File: config.mk
export PLATFORM = sky130hd
export DESIGN_NAME = base64_stream_codec
export DESIGN_NICKNAME = d
export VERILOG_FILES = /design/src/hdl/b64_pkg.sv /design/src/hdl/b64_xlat.sv /design/src/hdl/b64_obuf.sv /design/src/hdl/base64_stream_codec.sv
export VERILOG_INCLUDE_DIRS = /design/src /design/src/hdl
export SDC_FILE = /design/constraint.sdc
export NUM_CORES = 1
export LEC_CHECK = 0
export ABC_AREA = 1
export BUFFER_PORTS_ARGS = -buffer_cell sky130_fd_sc_hd__buf_2
export CORE_ASPECT_RATIO = 0.9
export CORE_MARGIN = 4
export CORE_UTILIZATION = 45
export CTS_CLUSTER_SIZE = 24
export DETAILED_ROUTE_END_ITERATION = 12
export GPL_TIMING_DRIVEN = 0
export MAX_ROUTING_LAYER = met4
export SLEW_MARGIN = 20
export SYNTH_ARGS = -nofsm -noshare
export SYNTH_HDL_FRONTEND = slang
export SYNTH_SLANG_ARGS = --single-unit
File: constraint.sdc
create_clock -name clk -period 4.3 [get_ports clk]
set_input_delay 0.215 -clock clk [delete_from_list [all_inputs] [get_ports clk]]
set_output_delay 0.215 -clock clk [all_outputs]
set_load 0.01 [all_outputs]
File: src/hdl/assert_macros.svh
// Assertion macros for the base64 codec RTL (used by b64_obuf).
// Each macro expects clk and rst_n in scope at the point of use.
`ifndef ASSERT_MACROS_SVH
`define ASSERT_MACROS_SVH
`ifndef NO_ASSERTIONS
`define AST_IMPLY(lbl, ante, cons) \
  lbl: assert property (@(posedge clk) disable iff (!rst_n) (ante) |-> (cons)) \
    else $error("assertion failed");
`define AST_NEXT(lbl, ante, cons) \
  lbl: assert property (@(posedge clk) disable iff (!rst_n) (ante) |=> (cons)) \
    else $error("assertion failed");
`else
`define AST_IMPLY(lbl, ante, cons)
`define AST_NEXT(lbl, ante, cons)
`endif
`endif

File: src/hdl/b64_pkg.sv
// Shared types, codes and character mapping functions for the base64 codec.
// No dependencies.
`timescale 1ns / 1ps
package b64_pkg;

  localparam logic MODE_ENC = 1'b0;
  localparam logic MODE_DEC = 1'b1;

  localparam logic [7:0] PAD_CHAR   = 8'h3D;
  localparam logic [7:0] CHAR_PLUS  = 8'h2B;
  localparam logic [7:0] CHAR_SLASH = 8'h2F;

  typedef struct packed {
    logic [3:0][7:0] data;
    logic [2:0]      cnt;
    logic            last;
    logic            bad;
  } res_t;

  function automatic logic [7:0] alpha_of(input logic [5:0] v);
    logic [7:0] w;
    begin
      w = {2'b00, v};
      if (v < 6'd26)      alpha_of = w + 8'h41;
      else if (v < 6'd52) alpha_of = w + 8'h47;
      else if (v < 6'd62) alpha_of = w - 8'h04;
      else if (v == 6'd62) alpha_of = CHAR_PLUS;
      else                alpha_of = CHAR_SLASH;
    end
  endfunction

  // bit 6 set: not an alphabet character
  function automatic logic [6:0] sextet_of(input logic [7:0] c);
    logic [7:0] d;
    begin
      if (c >= 8'h41 && c <= 8'h5A)      d = c - 8'h41;
      else if (c >= 8'h61 && c <= 8'h7A) d = c - 8'h47;
      else if (c >= 8'h30 && c <= 8'h39) d = c + 8'h04;
      else if (c == CHAR_PLUS)           d = 8'd62;
      else if (c == CHAR_SLASH)          d = 8'd63;
      else                               d = 8'd64;
      sextet_of = d[6:0];
    end
  endfunction

endpackage

File: src/hdl/b64_xlat.sv
// Group state and per-item translation for the base64 codec.
// Depends on b64_pkg.
`timescale 1ns / 1ps
module b64_xlat (
  input  logic          clk,
  input  logic          rst_n,
  input  logic          mode,
  input  logic          clr,
  input  logic          step,
  input  logic [7:0]    in_byte,
  input  logic          in_last,
  output b64_pkg::res_t res,
  output logic          has_res
);
  import b64_pkg::*;

  logic [23:0] grp_bits_r, grp_bits_nxt;
  logic [1:0]  grp_fill_r, grp_fill_nxt;
  logic        third_pad_r, third_pad_nxt;
  logic        saw_bad_r, saw_bad_nxt;

  logic [2:0]  fill;
  logic [23:0] enc_shift;
  logic [23:0] triple;
  logic [1:0]  pads;
  logic [23:0] dec_shift;
  logic [6:0]  sx;
  logic        is_pad;
  logic        bad_now;
  logic [1:0]  drop;

  always_comb begin
    fill          = {1'b0, grp_fill_r} + 3'd1;
    enc_shift     = {grp_bits_r[15:0], in_byte};
    is_pad        = (in_byte == PAD_CHAR);
    sx            = sextet_of(in_byte);
    bad_now       = !is_pad && sx[6];
    dec_shift     = {grp_bits_r[17:0], (is_pad || sx[6]) ? 6'd0 : sx[5:0]};
    triple        = enc_shift;
    pads          = 2'd0;
    drop          = 2'd0;
    grp_bits_nxt  = grp_bits_r;
    grp_fill_nxt  = grp_fill_r;
    third_pad_nxt = third_pad_r;
    saw_bad_nxt   = saw_bad_r;
    res           = '0;

    if (mode == MODE_ENC) begin
      if (fill < 3'd3 && !in_last) begin
        grp_bits_nxt = enc_shift;
        grp_fill_nxt = fill[1:0];
      end else begin
        case (fill)
          3'd1: begin
            triple = {enc_shift[7:0], 16'h0000};
            pads   = 2'd2;
          end
          3'd2: begin
            triple = {enc_shift[15:0], 8'h00};
            pads   = 2'd1;
          end
          default: begin
            triple = enc_shift;
            pads   = 2'd0;
          end
        endcase
        res.data[0] = alpha_of(triple[23:18]);
        res.data[1] = alpha_of(triple[17:12]);
        res.data[2] = (pads == 2'd2) ? PAD_CHAR : alpha_of(triple[11:6]);
        res.data[3] = (pads != 2'd0) ? PAD_CHAR : alpha_of(triple[5:0]);
        res.cnt     = 3'd4;
        res.last    = in_last;
        res.bad     = 1'b0;
        grp_bits_nxt = '0;
        grp_fill_nxt = '0;
      end
    end else begin
      saw_bad_nxt = saw_bad_r | bad_now;
      if (fill == 3'd3) third_pad_nxt = is_pad;
      if (fill < 3'd4) begin
        grp_bits_nxt = dec_shift;
        grp_fill_nxt = fill[1:0];
        if (in_last) begin
          res.cnt  = 3'd1;
          res.last = 1'b1;
          res.bad  = 1'b1;
        end
      end else begin
        drop = {1'b0, in_last & is_pad} + {1'b0, in_last & third_pad_r};
        res.data[0] = dec_shift[23:16];
        res.data[1] = dec_shift[15:8];
        res.data[2] = dec_shift[7:0];
        res.cnt     = 3'd3 - {1'b0, drop};
        res.last    = in_last;
        res.bad     = saw_bad_nxt;
        grp_bits_nxt  = '0;
        grp_fill_nxt  = '0;
        third_pad_nxt = 1'b0;
      end
    end

    if (in_last) begin
      grp_bits_nxt  = '0;
      grp_fill_nxt  = '0;
      third_pad_nxt = 1'b0;
      saw_bad_nxt   = 1'b0;
    end
  end

  assign has_res = (res.cnt != 3'd0);

  always_ff @(posedge clk) begin
    if (!rst_n || clr) begin
      grp_bits_r  <= '0;
      grp_fill_r  <= '0;
      third_pad_r <= 1'b0;
      saw_bad_r   <= 1'b0;
    end else if (step) begin
      grp_bits_r  <= grp_bits_nxt;
      grp_fill_r  <= grp_fill_nxt;
      third_pad_r <= third_pad_nxt;
      saw_bad_r   <= saw_bad_nxt;
    end
  end

endmodule

File: src/hdl/b64_obuf.sv
// Result register and serializer for the base64 codec, one result per cycle while out_ready is high.
// Depends on b64_pkg and assert_macros.svh.
`timescale 1ns / 1ps
`include "assert_macros.svh"
module b64_obuf (
  input  logic          clk,
  input  logic          rst_n,
  input  logic          load,
  input  b64_pkg::res_t res,
  output logic          can_load,
  output logic          out_valid,
  input  logic          out_ready,
  output logic [7:0]    out_byte,
  output logic          out_run_end,
  output logic          out_message_end,
  output logic          out_bad_input
);
  import b64_pkg::*;

  res_t       grp_r;
  logic       busy_r, busy_nxt;
  logic [1:0] idx_r, idx_nxt;
  logic       final_beat;
  logic       xfer;

  assign final_beat      = ({1'b0, idx_r} == grp_r.cnt - 3'd1);
  assign xfer            = busy_r && out_ready;
  assign can_load        = !busy_r || (final_beat && out_ready);
  assign out_valid       = busy_r;
  assign out_byte        = grp_r.data[idx_r];
  assign out_run_end     = final_beat;
  assign out_message_end = final_beat && grp_r.last;
  assign out_bad_input   = grp_r.bad;

  always_comb begin
    busy_nxt = busy_r;
    idx_nxt  = idx_r;
    if (load) begin
      busy_nxt = 1'b1;
      idx_nxt  = 2'd0;
    end else if (xfer) begin
      if (final_beat) begin
        busy_nxt = 1'b0;
        idx_nxt  = 2'd0;
      end else begin
        idx_nxt = idx_r + 2'd1;
      end
    end
  end

  always_ff @(posedge clk) begin
    if (!rst_n) begin
      busy_r <= 1'b0;
      idx_r  <= 2'd0;
    end else begin
      busy_r <= busy_nxt;
      idx_r  <= idx_nxt;
    end
  end

  always_ff @(posedge clk) begin
    if (load) grp_r <= res;
  end

  `AST_IMPLY(a_cnt_range, busy_r, grp_r.cnt != 3'd0 && grp_r.cnt <= 3'd4)
  `AST_NEXT(a_more_beats, xfer && !final_beat, busy_r && idx_r == $past(idx_r) + 2'd1)
  `AST_NEXT(a_hold_beat, busy_r && !out_ready, busy_r && $stable(idx_r))
  `AST_IMPLY(a_load_when_free, load, can_load)

endmodule

File: src/hdl/base64_stream_codec.sv
// Base64 stream codec top level: input register, mode register and submodules.
// Depends on b64_pkg, b64_xlat and b64_obuf.
`timescale 1ns / 1ps
// Usage:
//   Input channel in_valid/in_ready carries in_byte and in_last, one byte or
//   character per transfer; in_last marks the final one of a message.
//   Output channel out_valid/out_ready carries one result per transfer:
//   out_byte, out_run_end (last result of that input), out_message_end and
//   out_bad_input.
//   cfg_wr_en/cfg_wr_data write the mode (0 encode, 1 decode) and clear all
//   group state; write only while the block is idle.
// Order: an input transfer is captured in the input register, translated
//   combinationally and loaded into the result register, which drives
//   out_valid; an input that produces no result retires without a load.
// Throughput: one input per cycle while no results are pending; the output
//   side emits one result per cycle while out_ready is high; a group (four
//   results per up to three bytes when encoding) holds the result register.
// Reset: synchronous, clears the mode to encode and all group state.
// Stall: while out_ready is low the current result holds; the input register
//   keeps one more item and in_ready drops until the result register frees.
module base64_stream_codec (
  input  logic       clk,
  input  logic       rst_n,
  input  logic       in_valid,
  output logic       in_ready,
  input  logic [7:0] in_byte,
  input  logic       in_last,
  output logic       out_valid,
  input  logic       out_ready,
  output logic [7:0] out_byte,
  output logic       out_run_end,
  output logic       out_message_end,
  output logic       out_bad_input,
  input  logic       cfg_wr_en,
  input  logic       cfg_wr_data
);
  import b64_pkg::*;

  logic       mode_r;
  logic       s1_valid_r;
  logic [7:0] s1_byte_r;
  logic       s1_last_r;
  res_t       res;
  logic       has_res;
  logic       can_load;
  logic       step;

  assign step     = s1_valid_r && (can_load || !has_res);
  assign in_ready = !s1_valid_r || step;

  always_ff @(posedge clk) begin
    if (!rst_n) begin
      mode_r     <= MODE_ENC;
      s1_valid_r <= 1'b0;
    end else begin
      if (cfg_wr_en) mode_r <= cfg_wr_data;
      if (in_valid && in_ready) s1_valid_r <= 1'b1;
      else if (step)            s1_valid_r <= 1'b0;
    end
  end

  always_ff @(posedge clk) begin
    if (in_valid && in_ready) begin
      s1_byte_r <= in_byte;
      s1_last_r <= in_last;
    end
  end

  b64_xlat u_xlat (
    .clk     (clk),
    .rst_n   (rst_n),
    .mode    (mode_r),
    .clr     (cfg_wr_en),
    .step    (step),
    .in_byte (s1_byte_r),
    .in_last (s1_last_r),
    .res     (res),
    .has_res (has_res)
  );

  b64_obuf u_obuf (
    .clk             (clk),
    .rst_n           (rst_n),
    .load            (step && has_res),
    .res             (res),
    .can_load        (can_load),
    .out_valid       (out_valid),
    .out_ready       (out_ready),
    .out_byte        (out_byte),
    .out_run_end     (out_run_end),
    .out_message_end (out_message_end),
    .out_bad_input   (out_bad_input)
  );

endmodule

==> results.txt <==
The wire length of the first global-routing pass is 28.7 mm. The area added between synthesis and finish is 10.7%. The fraction of synthesis flops using an asynchronous set or reset pin is 0%. The post-synthesis xor/xnor area fraction came out at 3.08%. The share of total power in combinational logic is 18.5%. The depth of the CTS H-tree came out at 3. The total power came out at 1880 uW. For this run the aggregate overflow at the end of global routing stands at 0. Setup repair after global routing left no endpoint under its margin. The part of the cycle the worst path needs is 84.8%.

The final number of setup-violating endpoints is 0. The sequential cell area fraction in the yosys report is 32.2%. Static timing analysis puts the maximum clock frequency at 274 MHz. The start-to-end type of the worst setup path is reg2reg. STA puts the critical path data arrival time at 3.61 ns. The final layout contains routed wiring with a total length of 17.9 mm. The buffer depth of the longest clock path came out at 2. The fraction of power spent switching nets came out at 28.4%. STA classifies the critical path endpoint as a flop. The type of the most critical hold path is in2reg. Across the whole layout, storage elements account for 1920 um2. The setup check on the worst reg-to-reg path leaves a slack of 0.65 ns. The number of enable flip-flop cells after synthesis is 46. The transition time at the pin with the least slew margin is 0.772 ns. The portion of netlist area occupied by mux cells is 0%.

The most used flip-flop cell after synthesis is sky130_fd_sc_hd__edfxtp_1. Prior to clock tree synthesis, the placed netlist has a worst setup slack of 0.630 ns. The number of vias per cell is 5.49. The cell area that synthesis handed to floorplanning was 5970 um2.

The run finished with clean final reports. The worst setup path is launched from a flop. Hold repair after CTS inserted 0 buffers. Across every metal layer, demand over resource in global routing totals 24.7%. The max-slew violation count is 0. The highest-delay cell along the critical path is sky130_fd_sc_hd__inv_2. The final weighted congestion of routability-driven global placement is 0.906. The number of violations reported at the end of detailed-routing iteration 0 is 506. The number of global-route vias before repair was 5,344. The TritonCTS clock tree is yes. Clock latency on the worst-skew pair, taken at its later pin, is 0.34 ns.

The floorplan step set the die width to 129 um. The hold violation count in the final report came out at 0. The final layout contains 930 nets.

The cell leakage power is 0.00289 uW. In the post-synthesis netlist, the biggest area contributors are sky130_fd_sc_hd__edfxtp_1 (23%), sky130_fd_sc_hd__nand2_1 (11%), sky130_fd_sc_hd__dfxtp_1 (9.0%). The final instance count without filler cells is 1,045. The complex-gate fraction of the synthesized area is 18.1%.

For this design the total switching power over the nets is 533 uW. In the layout the commonest cells are sky130_fd_sc_hd__nand2_1 (179), sky130_fd_sc_hd__inv_1 (103), sky130_fd_sc_hd__nor2_1 (88), sky130_fd_sc_hd__o21ai_0 (66), sky130_fd_sc_hd__a21oi_1 (57). Counting tap cells, the placed design contains a total of 1,029 instances. For this run, the slowest stage of the critical path takes 0.57 ns.

In the final layout, the share of cells above drive strength 1 is 13.4%. Of the total power, the clock network draws 39.3%. After layout, the minimum clock period comes to 3.65 ns. The setup slack after layout came out at 0.653 ns.

Traced cell by cell, the critical path runs through buf_2 -> inv_1 -> ha_1 -> inv_1 -> nor3_1 -> inv_1 -> nor2_1 -> ha_1 -> nand2_1 -> nand2_1 -> nand3b_4 -> nand2_4 -> nand2_4 -> inv_2 -> nand2_1 -> inv_2. 0 antenna diodes ended up in the layout. Max-cap violations in this run came to 0. The worst register-to-register path begins at s1_byte_r[1].

Entering global routing, the biggest net connects 39 pins. The count of instances resized after the clock tree is built came out at 0. The clock transition at the registers of the reported paths is 0.06 ns. The number of nets in the synthesized netlist came out at 892.

The worst setup path startpoint is s1_byte_r[1]. The starting density of the core came out at 46.5%. The count of yosys warnings during synthesis is 0. The power density over the cells is 284 nW/um2. The total DRC errors in the routed layout came out at 0. Counting flops and latches in the post-synthesis netlist gives 73. For the final database, setup skew stands at 0.00767 ns. The synthesized-area fraction occupied by and/or/nand/nor cells came out at 27.9%. The initial antenna violation count came out at 0. The gate count after technology mapping came out at 838. Once detail routing completed, the nets flagged for antenna violations numbered 0. The biggest area consumer among synthesized cells is sky130_fd_sc_hd__edfxtp_1. The die covers 15,200 um2. Clock tree synthesis inserted a total of 9 buffers.

After floorplanning, the core was divided into 39 placement rows. The startpoint identified for the worst hold timing path is in_last. Across the VDD grid, the largest voltage drop is 228 uV. The number of different library cells used by synthesis comes to 49. The number of optimization iterations in the first detailed-route pass came out at 5. Detailed placement ended at an HPWL of 14.2 mm. The number of placed I/O pins came out at 28.

Headroom to the max-slew limit came out at 48.5%. The average wire length per cell after detail routing is 17.1 um. The synthesized-area fraction occupied by adder cells came out at 8.17%.

The die height is 117 um. Post-CTS timing repair inserted 0 buffers for setup. After synthesis, the largest family of logic cells by area is simple AND/OR/NAND/NOR gates. The part of the total power dissipated in sequential elements is 42.2%. The most common cell after layout, fill and taps aside is sky130_fd_sc_hd__nand2_1.

The final-layout setup total negative slack is 0 ns. The average instance in the mapped netlist occupies 7.13 um2. The data required time of the worst path came out at 4.26 ns. The master cell of the clock root buffer is sky130_fd_sc_hd__clkbuf_16. CTS saw 73 sinks.

Cell internal power was estimated by the tool at 1340 uW. In this run the worst path has a maximum fanout of 38. The area taken by multi-input logic gates is 3420 um2.

Across all layers, the routed design uses 5,733 vias. The core region is 12,800 um2. The count of port buffers added during placement came out at 27.

The layout has 1,296 filler cells. The share of the synthesized area in the top cell type is 23.1%.
[Yosys cell counts, types with 2 or more instances]
library cell and count:
sky130_fd_sc_hd__o211ai_1 8, sky130_fd_sc_hd__xnor2_1 8, sky130_fd_sc_hd__edfxtp_1 46, sky130_fd_sc_hd__a31oi_1 5, sky130_fd_sc_hd__a21oi_1 57, sky130_fd_sc_hd__nand2_1 179
sky130_fd_sc_hd__nor3_1 7, sky130_fd_sc_hd__nand3_1 54, sky130_fd_sc_hd__inv_1 104, sky130_fd_sc_hd__buf_4 7, sky130_fd_sc_hd__o21ai_0 66, sky130_fd_sc_hd__inv_2 11
sky130_fd_sc_hd__o22ai_2 4, sky130_fd_sc_hd__ha_1 39, sky130_fd_sc_hd__nor2_1 88, sky130_fd_sc_hd__nor2_2 9, sky130_fd_sc_hd__o21ai_2 4, sky130_fd_sc_hd__nand3_2 2
sky130_fd_sc_hd__nand3b_1 3, sky130_fd_sc_hd__inv_4 2, sky130_fd_sc_hd__o22ai_1 19, sky130_fd_sc_hd__nand4_1 11, sky130_fd_sc_hd__nand2_4 5, sky130_fd_sc_hd__buf_6 4
sky130_fd_sc_hd__dfxtp_1 27, sky130_fd_sc_hd__xor2_1 13, sky130_fd_sc_hd__a211oi_1 2, sky130_fd_sc_hd__o21ai_1 7, sky130_fd_sc_hd__buf_2 10, sky130_fd_sc_hd__nor2_4 4
sky130_fd_sc_hd__nand2_2 5, sky130_fd_sc_hd__o31ai_1 3, sky130_fd_sc_hd__clkbuf_1 9
[critical path, delay by kind of cell (launching register included)]
family / cells / cell delay (ns)
buffers and inverters: 6 / 1.46
AND/OR/NAND/NOR: 8 / 1.04
flip-flops: 1 / 0.38
adder cells (fa/ha/maj): 2 / 0.37
[metrics by stage]
step | hold slack, ns | instance area (um2) | utilization [%]
detailed placement | 0.393 | 6310 | 49.2
floorplan | 0.314 | 5970 | -
global route | 0.0360 | 6610 | 51.5
CTS | 0.0400 | 6610 | 51.5
finish | 0.0485 | 6610 | 51.5
global placement | 0.391 | 6310 | 49.2
[path summary, 6_finish.rpt]
| check | end | cells after the start |
|---|---|---|
| worst max-delay path | u_obuf.grp_r[22] | 16 |
| worst min-delay path | s1_last_r | 1 |
| worst max register to register | u_obuf.grp_r[22] | 16 |
| worst min register to register | u_xlat.grp_bits_r[0] | 2 |
[power by group through the flow]
stage | Sequential (uW) | Combinational [uW] | Clock (uW)
after floorplan | 802 | 242 | 0
after global placement | 806 | 341 | 0
after detailed placement | 806 | 341 | 0
after CTS | 791 | 343 | 754
after global routing | 794 | 387 | 796
final | 792 | 347 | 737
[kinds of logic after synthesis]
group / count (synthesis)
buf+inv: 149
simple gates: 372
compound gates: 184
fa+ha+maj: 39
flops: 73
xor+xnor: 21
[final cells by class]
type / count / share of cell area, %
multi-input combinational: 616 / 51.7
sequential: 73 / 29.1
inverter: 117 / 6.72
clock buffer: 10 / 3.62
tap: 164 / 3.10
buffer: 32 / 2.88
timing repair buffer: 27 / 2.04
clock inverter: 6 / 0.871
[metal layers]
metal / wire, um / vias up / global-route usage [%]
met2: 7740 / 204 / 35.5
met3: 1260 / 36 / 4.14
met5: 0 / - / -
met4: 371 / 0 / 6.56
met1: 8530 / 2632 / 36.0
li1: - / 2861 / -
[state kept, by name, indices dropped and copies added (netlist names)]
name	cells
mode_r	1
s1_byte_r	8
s1_last_r	1
s1_valid_r	1
u_obuf.grp_r	36
u_obuf.idx_r	2
u_obuf.out_bad_input	1
u_obuf.out_valid	1
u_xlat.grp_bits_r	18
u_xlat.grp_fill_r	2
u_xlat.saw_bad_r	1
u_xlat.third_pad_r	1
(Power assumes the default switching activity.)
